### src/design/hsv2rgb_pkg.sv
// ----------------------------------------------------------------------------
// hsv2rgb_pkg
// constants and stage types for the hsv to rgb pixel pipeline
// ----------------------------------------------------------------------------
package hsv2rgb_pkg;

	localparam int HUE_W = 15;
	localparam int CH_W  = 8;
	localparam int SV_W  = 16;
	localparam int D_W   = 12;
	localparam int P_W   = 28;
	localparam int EST_W = 9;
	localparam int DEN_W = 20;

	localparam logic [HUE_W-1:0] SECTOR_UNITS = 15'd3840;
	localparam logic [HUE_W-1:0] HUE_FULL     = 15'd23040;
	localparam logic [D_W-1:0]   D_FULL       = 12'd3840;

	// 255 * 3840, the common denominator of every component
	localparam logic [DEN_W-1:0] DEN       = 20'd979200;
	localparam logic [P_W-1:0]   DEN_ROUND = 28'd979199;

	// floor(2^28 / 979200)
	localparam logic [EST_W-1:0] RECIP       = 9'd274;
	localparam int               RECIP_SHIFT = 28;

	typedef logic [2:0] sector_t;

	localparam sector_t SECTOR_LAST = 3'd5;

	typedef struct packed {
		logic [SV_W-1:0] sv;
		logic [D_W-1:0]  d;
		sector_t         sector;
		logic [CH_W-1:0] v;
		logic            err;
	} s1_t;

	typedef struct packed {
		logic [P_W-1:0]  px;
		logic [P_W-1:0]  pz;
		sector_t         sector;
		logic [CH_W-1:0] v;
		logic            err;
	} s2_t;

	typedef struct packed {
		logic [P_W-1:0]   px;
		logic [P_W-1:0]   pz;
		logic [EST_W-1:0] ex;
		logic [EST_W-1:0] ez;
		sector_t          sector;
		logic [CH_W-1:0]  v;
		logic             err;
	} s3_t;

	typedef struct packed {
		logic [CH_W-1:0] x;
		logic [CH_W-1:0] z;
		sector_t         sector;
		logic [CH_W-1:0] v;
		logic            err;
	} s4_t;

	function automatic logic [HUE_W-1:0] sector_base(input sector_t s);
		logic [HUE_W-1:0] b;
		case (s)
			3'd0:    b = 15'd0;
			3'd1:    b = 15'd3840;
			3'd2:    b = 15'd7680;
			3'd3:    b = 15'd11520;
			3'd4:    b = 15'd15360;
			default: b = 15'd19200;
		endcase
		return b;
	endfunction

endpackage

### src/design/hsv_to_rgb_converter.sv
// Pixel stream converter from hue/saturation/value to 8-bit rgb. One pixel
// is taken per clock unless the stalled pipeline holds off the input. The
// five register stages are: sector and s*v, the weighted product, the
// reciprocal estimate of the division by 255*3840, the one-step correction,
// and the output register. Each stage holds while the next one is full and
// stalled, so ready toggles through the whole pipeline in the same cycle as
// the output side. Hue above 360 degrees raises tuser and gives black.
// ----------------------------------------------------------------------------
// hsv_to_rgb_converter
// five stage hsv to rgb conversion with exact truncated fixed point results
// ----------------------------------------------------------------------------
module hsv_to_rgb_converter (
	input  logic        clk,
	input  logic        arst_n,
	input  logic        s_axis_tvalid,
	output logic        s_axis_tready,
	input  logic [31:0] s_axis_tdata,  // hue[14:0], saturation[22:15], brightness[30:23]
	output logic        m_axis_tvalid,
	input  logic        m_axis_tready,
	output logic [23:0] m_axis_tdata,  // red[7:0], green[15:8], blue[23:16]
	output logic [0:0]  m_axis_tuser   // range_error[0]
);
	import hsv2rgb_pkg::*;

	logic vld_s1, vld_s2, vld_s3, vld_s4, vld_s5;
	logic en_s1, en_s2, en_s3, en_s4, en_s5;

	s1_t st_s1, st1_d;
	s2_t st_s2, st2_d;
	s3_t st_s3, st3_d;
	s4_t st_s4, st4_d;

	logic [CH_W-1:0] red_s5, green_s5, blue_s5;
	logic            err_s5;

	// stage 1 signals
	logic [HUE_W-1:0] hue;
	logic [CH_W-1:0]  sat;
	logic [CH_W-1:0]  bri;
	sector_t          sector;
	logic [HUE_W-1:0] offs;

	// stage 4 signals
	logic [P_W:0]     rem_x, rem_z;
	logic [EST_W-1:0] q_x, q_z;

	logic [P_W+EST_W-1:0] prod_x, prod_z;

	// flow control
	assign en_s5 = !vld_s5 || m_axis_tready;
	assign en_s4 = !vld_s4 || en_s5;
	assign en_s3 = !vld_s3 || en_s4;
	assign en_s2 = !vld_s2 || en_s3;
	assign en_s1 = !vld_s1 || en_s2;

	assign s_axis_tready = en_s1;

	always_ff @(posedge clk or negedge arst_n) begin
		if (!arst_n) begin
			vld_s1 <= 1'b0;
			vld_s2 <= 1'b0;
			vld_s3 <= 1'b0;
			vld_s4 <= 1'b0;
			vld_s5 <= 1'b0;
		end else begin
			if (en_s1) vld_s1 <= s_axis_tvalid;
			if (en_s2) vld_s2 <= vld_s1;
			if (en_s3) vld_s3 <= vld_s2;
			if (en_s4) vld_s4 <= vld_s3;
			if (en_s5) vld_s5 <= vld_s4;
		end
	end

	// stage 1: sector, distance weight and s*v
	assign hue = s_axis_tdata[14:0];
	assign sat = s_axis_tdata[22:15];
	assign bri = s_axis_tdata[30:23];

	always_comb begin
		sector = 3'd0;
		if (hue >= SECTOR_UNITS)        sector = 3'd1;
		if (hue >= 15'(2 * 3840))       sector = 3'd2;
		if (hue >= 15'(3 * 3840))       sector = 3'd3;
		if (hue >= 15'(4 * 3840))       sector = 3'd4;
		if (hue >= 15'(5 * 3840))       sector = SECTOR_LAST;
		offs = hue - sector_base(sector);

		st1_d.sv     = SV_W'(sat) * SV_W'(bri);
		st1_d.d      = sector[0] ? offs[D_W-1:0] : (D_FULL - offs[D_W-1:0]);
		st1_d.sector = sector;
		st1_d.v      = bri;
		st1_d.err    = hue > HUE_FULL;
	end

	// stage 2: weighted products with ceiling bias
	always_comb begin
		st2_d.px     = P_W'(st_s1.sv) * P_W'(st_s1.d) + DEN_ROUND;
		st2_d.pz     = P_W'(st_s1.sv) * P_W'(D_FULL) + DEN_ROUND;
		st2_d.sector = st_s1.sector;
		st2_d.v      = st_s1.v;
		st2_d.err    = st_s1.err;
	end

	// stage 3: quotient estimate by reciprocal
	always_comb begin
		prod_x = (P_W+EST_W)'(st_s2.px) * (P_W+EST_W)'(RECIP);
		prod_z = (P_W+EST_W)'(st_s2.pz) * (P_W+EST_W)'(RECIP);

		st3_d.px     = st_s2.px;
		st3_d.pz     = st_s2.pz;
		st3_d.ex     = prod_x[RECIP_SHIFT +: EST_W];
		st3_d.ez     = prod_z[RECIP_SHIFT +: EST_W];
		st3_d.sector = st_s2.sector;
		st3_d.v      = st_s2.v;
		st3_d.err    = st_s2.err;
	end

	// stage 4: correct estimate and subtract from value
	always_comb begin
		rem_x = {1'b0, st_s3.px} - ((P_W+1)'(st_s3.ex) * (P_W+1)'(DEN));
		rem_z = {1'b0, st_s3.pz} - ((P_W+1)'(st_s3.ez) * (P_W+1)'(DEN));
		q_x   = st_s3.ex + EST_W'(rem_x >= (P_W+1)'(DEN));
		q_z   = st_s3.ez + EST_W'(rem_z >= (P_W+1)'(DEN));

		st4_d.x      = st_s3.v - q_x[CH_W-1:0];
		st4_d.z      = st_s3.v - q_z[CH_W-1:0];
		st4_d.sector = st_s3.sector;
		st4_d.v      = st_s3.v;
		st4_d.err    = st_s3.err;
	end

	always_ff @(posedge clk) begin
		if (en_s1) st_s1 <= st1_d;
		if (en_s2) st_s2 <= st2_d;
		if (en_s3) st_s3 <= st3_d;
		if (en_s4) st_s4 <= st4_d;
	end

	// stage 5: sector routing and output register
	always_ff @(posedge clk) begin
		if (en_s5) begin
			err_s5 <= st_s4.err;
			if (st_s4.err) begin
				red_s5   <= '0;
				green_s5 <= '0;
				blue_s5  <= '0;
			end else begin
				case (st_s4.sector)
					3'd0: begin
						red_s5 <= st_s4.v; green_s5 <= st_s4.x; blue_s5 <= st_s4.z;
					end
					3'd1: begin
						red_s5 <= st_s4.x; green_s5 <= st_s4.v; blue_s5 <= st_s4.z;
					end
					3'd2: begin
						red_s5 <= st_s4.z; green_s5 <= st_s4.v; blue_s5 <= st_s4.x;
					end
					3'd3: begin
						red_s5 <= st_s4.z; green_s5 <= st_s4.x; blue_s5 <= st_s4.v;
					end
					3'd4: begin
						red_s5 <= st_s4.x; green_s5 <= st_s4.z; blue_s5 <= st_s4.v;
					end
					default: begin
						red_s5 <= st_s4.v; green_s5 <= st_s4.z; blue_s5 <= st_s4.x;
					end
				endcase
			end
		end
	end

	assign m_axis_tvalid = vld_s5;
	assign m_axis_tdata  = {blue_s5, green_s5, red_s5};
	assign m_axis_tuser  = err_s5;

	// reciprocal estimate is never more than one short
	a_est_one_step: assert property (@(posedge clk) disable iff (!arst_n)
		vld_s3 |-> (rem_x < (P_W+1)'(2 * 979200)) && (rem_z < (P_W+1)'(2 * 979200)))
		else $error("quotient estimate off by more than one");

	// subtracted part never exceeds the value
	a_q_le_v: assert property (@(posedge clk) disable iff (!arst_n)
		vld_s3 && !st_s3.err |-> (q_x <= EST_W'(st_s3.v)) && (q_z <= EST_W'(st_s3.v)))
		else $error("component underflow");

	// out of range hue gives black
	a_err_black: assert property (@(posedge clk) disable iff (!arst_n)
		m_axis_tvalid && m_axis_tuser[0] |-> m_axis_tdata == '0)
		else $error("range error without black output");

	// a stalled stage keeps its request
	a_s4_hold: assert property (@(posedge clk) disable iff (!arst_n)
		vld_s4 && !en_s4 |=> vld_s4 && $stable(st_s4))
		else $error("stalled request lost in stage 4");

endmodule

### config.mk
export PLATFORM = sky130hd
export DESIGN_NAME = hsv_to_rgb_converter
export DESIGN_NICKNAME = d
export VERILOG_FILES = /design/src/design/hsv2rgb_pkg.sv /design/src/design/hsv_to_rgb_converter.sv
export SDC_FILE = /design/constraint.sdc
export NUM_CORES = 1
export LEC_CHECK = 0
export ABC_AREA = 1
export BUFFER_PORTS_ARGS = -buffer_cell sky130_fd_sc_hd__buf_2
export CAP_MARGIN = 30
export CORE_ASPECT_RATIO = 0.8
export CORE_MARGIN = 2
export CORE_UTILIZATION = 45
export CTS_CLUSTER_DIAMETER = 100
export CTS_CLUSTER_SIZE = 24
export DETAILED_ROUTE_END_ITERATION = 10
export RECOVER_POWER = 100
export SLEW_MARGIN = 20
export SYNTH_ARGS = -nofsm -noshare
export SYNTH_HDL_FRONTEND = slang
export SYNTH_SLANG_ARGS = --single-unit
### constraint.sdc
create_clock -name clk -period 22.4 [get_ports clk]
set_input_delay 3.36 -clock clk [delete_from_list [all_inputs] [get_ports clk]]
set_output_delay 3.36 -clock clk [all_outputs]
set_load 0.02 [all_outputs]
==> results.md, run 1 <==
- Clock buffer count from CTS: 16
- Max_slew headroom: -163%
- Outcome: finished, violations left
- Initial Util: a little under half
- Synth top cells by count: 928 x inv_1, 793 x nand2_1, 463 x ha_1, 318 x fa_1, 223 x edfxtp_1
- Crit share post-route: roughly three fifths
- Postcts setup bufs: 0
- First DRT Iteration DRCs: 1305
- Crit-path max FO: 72
- I/O Pins: 63
- Area Growth Syn to Fin: 5.45%
- Core Region: slightly below 70000 sq um
- Pre-Repair DR Iteration Count: 5
- Worst EP arrival: around 10 ns
- Via density: 4.90
- Grt ovf: 0
- PostCTS Resize Cnt: 0
- Longest Clk Path Bufs: 3
- Met2 GRT Util: between 30 and 40%
- Site row count: 86
- Worst hold endpoint: st4_d[11]$_DFFE_PP_
- Min-delay src: st3_d[11]$_DFFE_PP_
- Die extent in y: ~240 um
- Clk sinks: about 230
- Hold Crit Class: reg -> reg
- Syn Nets: approximately 4500
- Cell with the most instances after synthesis: inv_1
- Synth top area cells: edfxtp_1 22%, fa_1 20%, ha_1 19%, inv_1 11%, nand2_1 9.6%
- Worst-Skew Late Latency: 0.51 ns
- First-pass GRT wire length: ~110000 um
- Dominant synthesized flop cell: edfxtp_1
- Initial antenna violation count: 0
- Clk_skew: 0.0210 ns
- Drt total wl: between 60000 and 70000 um
- Largest net degree at the start of global routing: 73
- # diodes: 0
- Reg-to-reg slack, setup: 13.56 ns
- Synth area leader: edfxtp_1
- Kind of critical path: in -> out
- Clock Pin Slew Worst Setup and Hold Paths: roughly 0.08 ns
- Grt peak-use layer: met1
- Synth Instances: between 3000 and 4000
- Synth cell types: 52
- CTS Hold Bufs: 0
- Placer Congestion: between 0.9 and 1
- Worst EP required: 19.04 ns
- H-tree levels: 1
- Post-synth EDFFs: 223
- M1 GR Usage: 30.0%
- Peak Freq: roughly 0.073 GHz
- Routed len/inst: about 14 um
- Async SR Flop Fraction: ~2.2%
- Drt drc: 0
- Post-synthesis instance area: 31100 sq um
- Synth Warn #: 0
- Sequential element share of the synthesized area: 21.9%
- Final setup viols: 0
- Reg2reg start: st_s3[27]$_DFFE_PP_
- Critical Path End Type: output pin
- Fin. Hold Viols: 0
- # nets final: 4567
- Met3 Track Usage GR: between 1.5 and 2%
- Die area: between 70000 and 80000 sq um
- Failing checks: max-capacitance violations, max-slew violations
- Final ANT Viol Nets: 0
- Hold depth: 0
- Final Hold Slack: between 0.4 and 0.5 ns
- CTS tree: yes
- RSZ-0062 raised after global routing: no
- Max-slew violation count: around 210
- Max cap viols: 4
- DR vias: roughly 23000
- Vias in the first global route: 22634
- I/O Buffers: around 60
- Syn avg cell area: about 8.3 sq um
- Worst slew pin tran: around 4 ns
- Total GRT Usage: between 15 and 20%
- Die Width: ~300 um
- R2R cell count: 38
- #FFs+latches synth: 228
- Top cell type's share of synthesized area: a little over a fifth
- Worst r2r dst: st_s4[26]$_DFFE_PP_
- HPWL Detailed: approximately 56000 um
- Root buffer selected by CTS: clkbuf_16
- Share of layout cells above drive strength 1: under 10%
- Final Critical Period: roughly 14 ns
- Fin Setup TNS: 0 ns
- Worst setup SP type: primary input
flip-flops by register name, indices dropped and copies added (netlist names):
signal	count
st_s1	28
st2_d	12
blue_s5	8
vld_s3	1
m_axis_tvalid	1
red_s5	8
green_s5	8
vld_s4	1
vld_s1	1
st3_d	60
st4_d	12
m_axis_tuser	1
st_s3	58
st_s4	28
vld_s2	1
layout by cell type, fill, tap and decap left out, types with 3 or more instances in the layout:
| master | n |
|---|---|
| inv_1 | 929 |
| nand2_1 | 799 |
| ha_1 | 463 |
| fa_1 | 318 |
| edfxtp_1 | 223 |
| nor2_1 | 192 |
| a21oi_1 | 174 |
| nand3_1 | 114 |
| xor2_1 | 89 |
| o21ai_0 | 78 |
| clkbuf_1 | 47 |
| nand4_1 | 43 |
| xnor2_1 | 38 |
| a31oi_1 | 30 |
| o21bai_1 | 24 |
| buf_2 | 22 |
| nor3_1 | 21 |
| clkbuf_16 | 17 |
| a21o_1 | 16 |
| nand3b_1 | 14 |
| nand2_2 | 14 |
| o221ai_1 | 9 |
| a221oi_1 | 9 |
| o21a_1 | 7 |
| o211ai_1 | 6 |
| nor4_1 | 5 |
| inv_2 | 5 |
| dfrtp_1 | 5 |
| a21boi_0 | 4 |
| or2_2 | 3 |
| o31ai_1 | 3 |
| a211oi_1 | 3 |
| and2_1 | 3 |
| a21oi_2 | 3 |
| inv_6 | 3 |
worst max-delay path, cell delays in order:
cell and delay (ns):
buf_2 0.07, nor2_1 0.03, inv_1 0.20, nor2_1 0.07
inv_1 0.05, clkbuf_1 1.14, nor2_1 0.08, clkinv_1 0.08
clkbuf_1 2.75, nor2_1 0.35, nand2_2 0.17, clkbuf_1 1.61
clkbuf_1 0.31
routing by layer:
layer,wire [um],vias to the layer above
li1,-,11699
met1,34700,10835
met2,28100,389
met3,2930,41
met4,712,0
met5,0,-
cell families (layout without fill, tap and decap cells):
group / count (synthesis) / count (layout) / share of synthesized area [%]
flip-flops: 228 / 228 / 21.9
buffers and inverters: 996 / 1031 / 12.0
AO/OA/AOI/OAI: 373 / 373 / 6.97
adder cells (fa/ha/maj): 781 / 781 / 39.1
XOR/XNOR: 129 / 129 / 3.71
AND/OR/NAND/NOR: 1217 / 1217 / 16.2
layout make-up:
cell class | count | area [sq um]
Fill cell | 6865 | 35900
Multi-Input combinational cell | 2500 | 20500
Sequential cell | 228 | 6820
Inverter | 936 | 3510
Tap cell | 924 | 1160
Clock buffer | 19 | 433
Timing Repair Buffer | 68 | 287
Clock inverter | 8 | 98.8
per-stage QoR:
stage | std cells | worst slack, ns | area (sq um) | utilization, %
final | 4683 | 8.70 | 32800 | 47.8
after global routing | 4683 | 7.57 | 32800 | 47.8
after CTS | 4682 | 12.35 | 32900 | 47.9
after detailed placement | 4655 | 12.35 | 32400 | 47.2
after global placement | 4655 | 12.41 | 32400 | 47.2
after floorplan | 3724 | 11.66 | 31100 | -
how the worst max path moves through the flow:
stage,cells past startpoint,slack (ns),from,endpoint
3_3_place_gp,13,12.41,m_axis_tready,s_axis_tready
3_5_place_dp,13,12.35,m_axis_tready,s_axis_tready
5_1_grt,13,7.57,m_axis_tready,s_axis_tready
2_1_floorplan,8,11.66,m_axis_tready,s_axis_tready
4_1_cts,13,12.35,m_axis_tready,s_axis_tready
6_report,13,8.70,m_axis_tready,s_axis_tready
Power of run 1 is left out: the tool's default activity adds up to more than one toggle a clock period on the data nets, which glitch-free logic cannot reach.
==> run 2, diff against run 1 <==
==> constraint.sdc (replaced) <==
create_clock -name clk -period 13.2 [get_ports clk]
set_input_delay 1.98 -clock clk [delete_from_list [all_inputs] [get_ports clk]]
set_output_delay 1.98 -clock clk [all_outputs]
set_load 0.02 [all_outputs]
==> run 2 against run 1 <==
The flow still finishes with violations (max-capacitance violations, max-slew violations); clock skew rose by 0.0076 ns; count of clock-buffer cells in the layout stayed put; critical path depth increased by 25; core utilization up 0.097 points; sequential share of layout area hardly changed; die area is the same; routed wire length grew 0.12%; global-route usage down 0.15 points.
==> results.md, run 2 (synthesized netlist as in run 1, its figures left out) <==
- Outcome: finished, violations left (unchanged)
- Failing checks: max-capacitance violations, max-slew violations (unchanged)
- Total GRT Usage: 19.2% (was 19.4%)
- Root buffer selected by CTS: clkbuf_16 (unchanged)
- Final Hold Slack: 0.395 ns (was 0.424 ns)
- Share of layout cells above drive strength 1: 2.42% (was 2.21%)
- # diodes: 0 (unchanged)
- Worst-Skew Late Latency: 0.54 ns (was 0.51 ns)
- Worst setup SP type: flop (was primary input)
- Max cap viols: 4 (unchanged)
- Number of flip-flops in the largest register: 60 (unchanged)
- Via density: 4.87 (was 4.90)
- RSZ-0062 raised after global routing: no (unchanged)
- Die Width: 298 um (unchanged)
- Crit path max-delay cell type: fa_1 (was clkbuf_1)
- Worst slack at placement: 4.55 ns (was 12.35 ns)
- Final setup viols: 0 (unchanged)
- Critical Path End Type: flop (was output pin)
- # nets final: 4569 (was 4567)
- Fin Setup TNS: 0 ns (unchanged)
- Clk sinks: 228 (unchanged)
- I/O Pins: 63 (unchanged)
- Area Growth Syn to Fin: 5.66% (was 5.45%)
- Drt total wl: 66500 um (about the same)
- Clock Pin Slew Worst Setup and Hold Paths: 0.10 ns (was 0.08 ns)
- Kind of critical path: reg -> reg (was in -> out)
- Most frequent cells in the layout: 928 x inv_1, 798 x nand2_1, 463 x ha_1, 318 x fa_1, 223 x edfxtp_1 (was 929 x inv_1, 799 x nand2_1, 463 x ha_1, 318 x fa_1, 223 x edfxtp_1)
- Crit share post-route: about two thirds
- Longest Clk Path Bufs: 3 (unchanged)
- CTS Hold Bufs: 0 (unchanged)
- First-pass GRT wire length: 113000 um (about the same)
- Final WS setup: 4.50 ns (was 8.70 ns)
- Final core utilization: 47.8% (about the same)
- First DRT Iteration DRCs: 1301 (was 1305)
- H-tree levels: 1 (unchanged)
- Clk_skew: 0.0286 ns (was 0.0210 ns)
- Largest net degree at the start of global routing: 72 (was 73)
- Crit-path max FO: 7 (was 72)
- Worst slew pin tran: 3.90 ns (was 3.95 ns)
- I/O Buffers: 61 (unchanged)
- Most frequent CP cell: inv_1
- Delay-heaviest family, CP: adder cells (was buffers and inverters)
- PostCTS Resize Cnt: 0 (unchanged)
- Hold Crit Class: reg -> reg (unchanged)
- Grt ovf: 0 (unchanged)
- DR vias: 22835 (was 22964)
- Final ANT Viol Nets: 0 (unchanged)
- Fin. Hold Viols: 0 (unchanged)
- Worst EP arrival: 9.00 ns (was 10.34 ns)
- Drt drc: 0 (unchanged)
- Core Region: 68700 sq um (unchanged)
- Peak Freq: between 0.1 and 0.15 GHz
- Placer Congestion: 0.898 (was 0.909)
- Max-slew violation count: 206 (was 208)
- Max_slew headroom: -160% (was -163%)
- Die area: 71200 sq um (unchanged)
- Initial Util: 45.3% (unchanged)
- Pre-Repair DR Iteration Count: 5 (unchanged)
- Die extent in y: 239 um (unchanged)
- Vias in the first global route: 22665 (was 22634)
- Initial antenna violation count: 0 (unchanged)
- Postcts setup bufs: 0 (unchanged)
- CP max stage delay: 0.69 ns (was 2.75 ns)
- CTS tree: yes (unchanged)
- Site row count: 86 (unchanged)
- HPWL Detailed: 55900 um (was 55800 um)
- Routed len/inst: 14.2 um (about the same)
- Worst Path Buf+Inv: 8 (unchanged)
- Clock buffer count from CTS: 17 (was 16)
- Final Critical Period: between 8 and 9 ns
- Most common cell after layout, fill and taps aside: inv_1 (unchanged)
- Worst EP required: 13.50 ns (was 19.04 ns)
## run 2: cell count changes in the layout (fill, tap and decap cells not counted), moves of 2 or more
cell	before	now
clkbuf_1	47	45
clkinv_2	0	2
nor2_1	192	190
inv_16	1	3
o21ai_0	78	80
o21ai_2	2	0
nor2_2	1	3
## run 2: area by class of cell
class                   count  area (sq um)
repair buffers             69           295
fillers                  6860         35800
clock buffers              19           443
inverters                 936          3510
flip-flops and latches    228          6820
clock inverters             9           134
well taps                 924          1160
multi-input cells        2500         20500
## run 2: final timing paths
check | from | endpoint | slack (ns) | cells after the start
max | st_s3[27]$_DFFE_PP_ | st_s4[26]$_DFFE_PP_ | 4.50 | 38
min | st3_d[1]$_DFFE_PP_ | st4_d[1]$_DFFE_PP_ | 0.40 | 0
max reg2reg | st_s3[27]$_DFFE_PP_ | st_s4[26]$_DFFE_PP_ | 4.50 | 38
min reg2reg | st3_d[1]$_DFFE_PP_ | st4_d[1]$_DFFE_PP_ | 0.40 | 0
max in group asynchronous | arst_n | vld_s3$_DFFE_PN0P_ | 11.68 | 1
min in group asynchronous | arst_n | vld_s1$_DFFE_PN0P_ | 1.30 | 1
## run 2: stage by stage
| step | cells | area, sq um |
|---|---|---|
| after floorplan | 3724 | 31100 |
| after global placement | 4656 | 32400 |
| after detailed placement | 4656 | 32400 |
| after CTS | 4684 | 33000 |
| after global routing | 4685 | 32800 |
| final | 4685 | 32800 |
## run 2: worst register-to-register path, delay by kind of cell, from the launching register on
kind                     cells  cell delay (ns)
AO/OA/AOI/OAI                4             0.77
AND/OR/NAND/NOR             14             2.05
adder cells (fa/ha/maj)      9             4.18
flip-flops                   1             0.59
buffers and inverters        8             0.51
XOR/XNOR                     3             0.37
## run 2: layer usage
| metal | global-route usage [%] | share of wire (%) |
|---|---|---|
| met5 | 0 | 0 |
| met4 | 2.74 | 1.1 |
| met3 | 2.30 | 4.1 |
| met2 | 29.6 | 42 |
| met1 | 29.5 | 53 |
Power of run 2 is left out for the same reason.
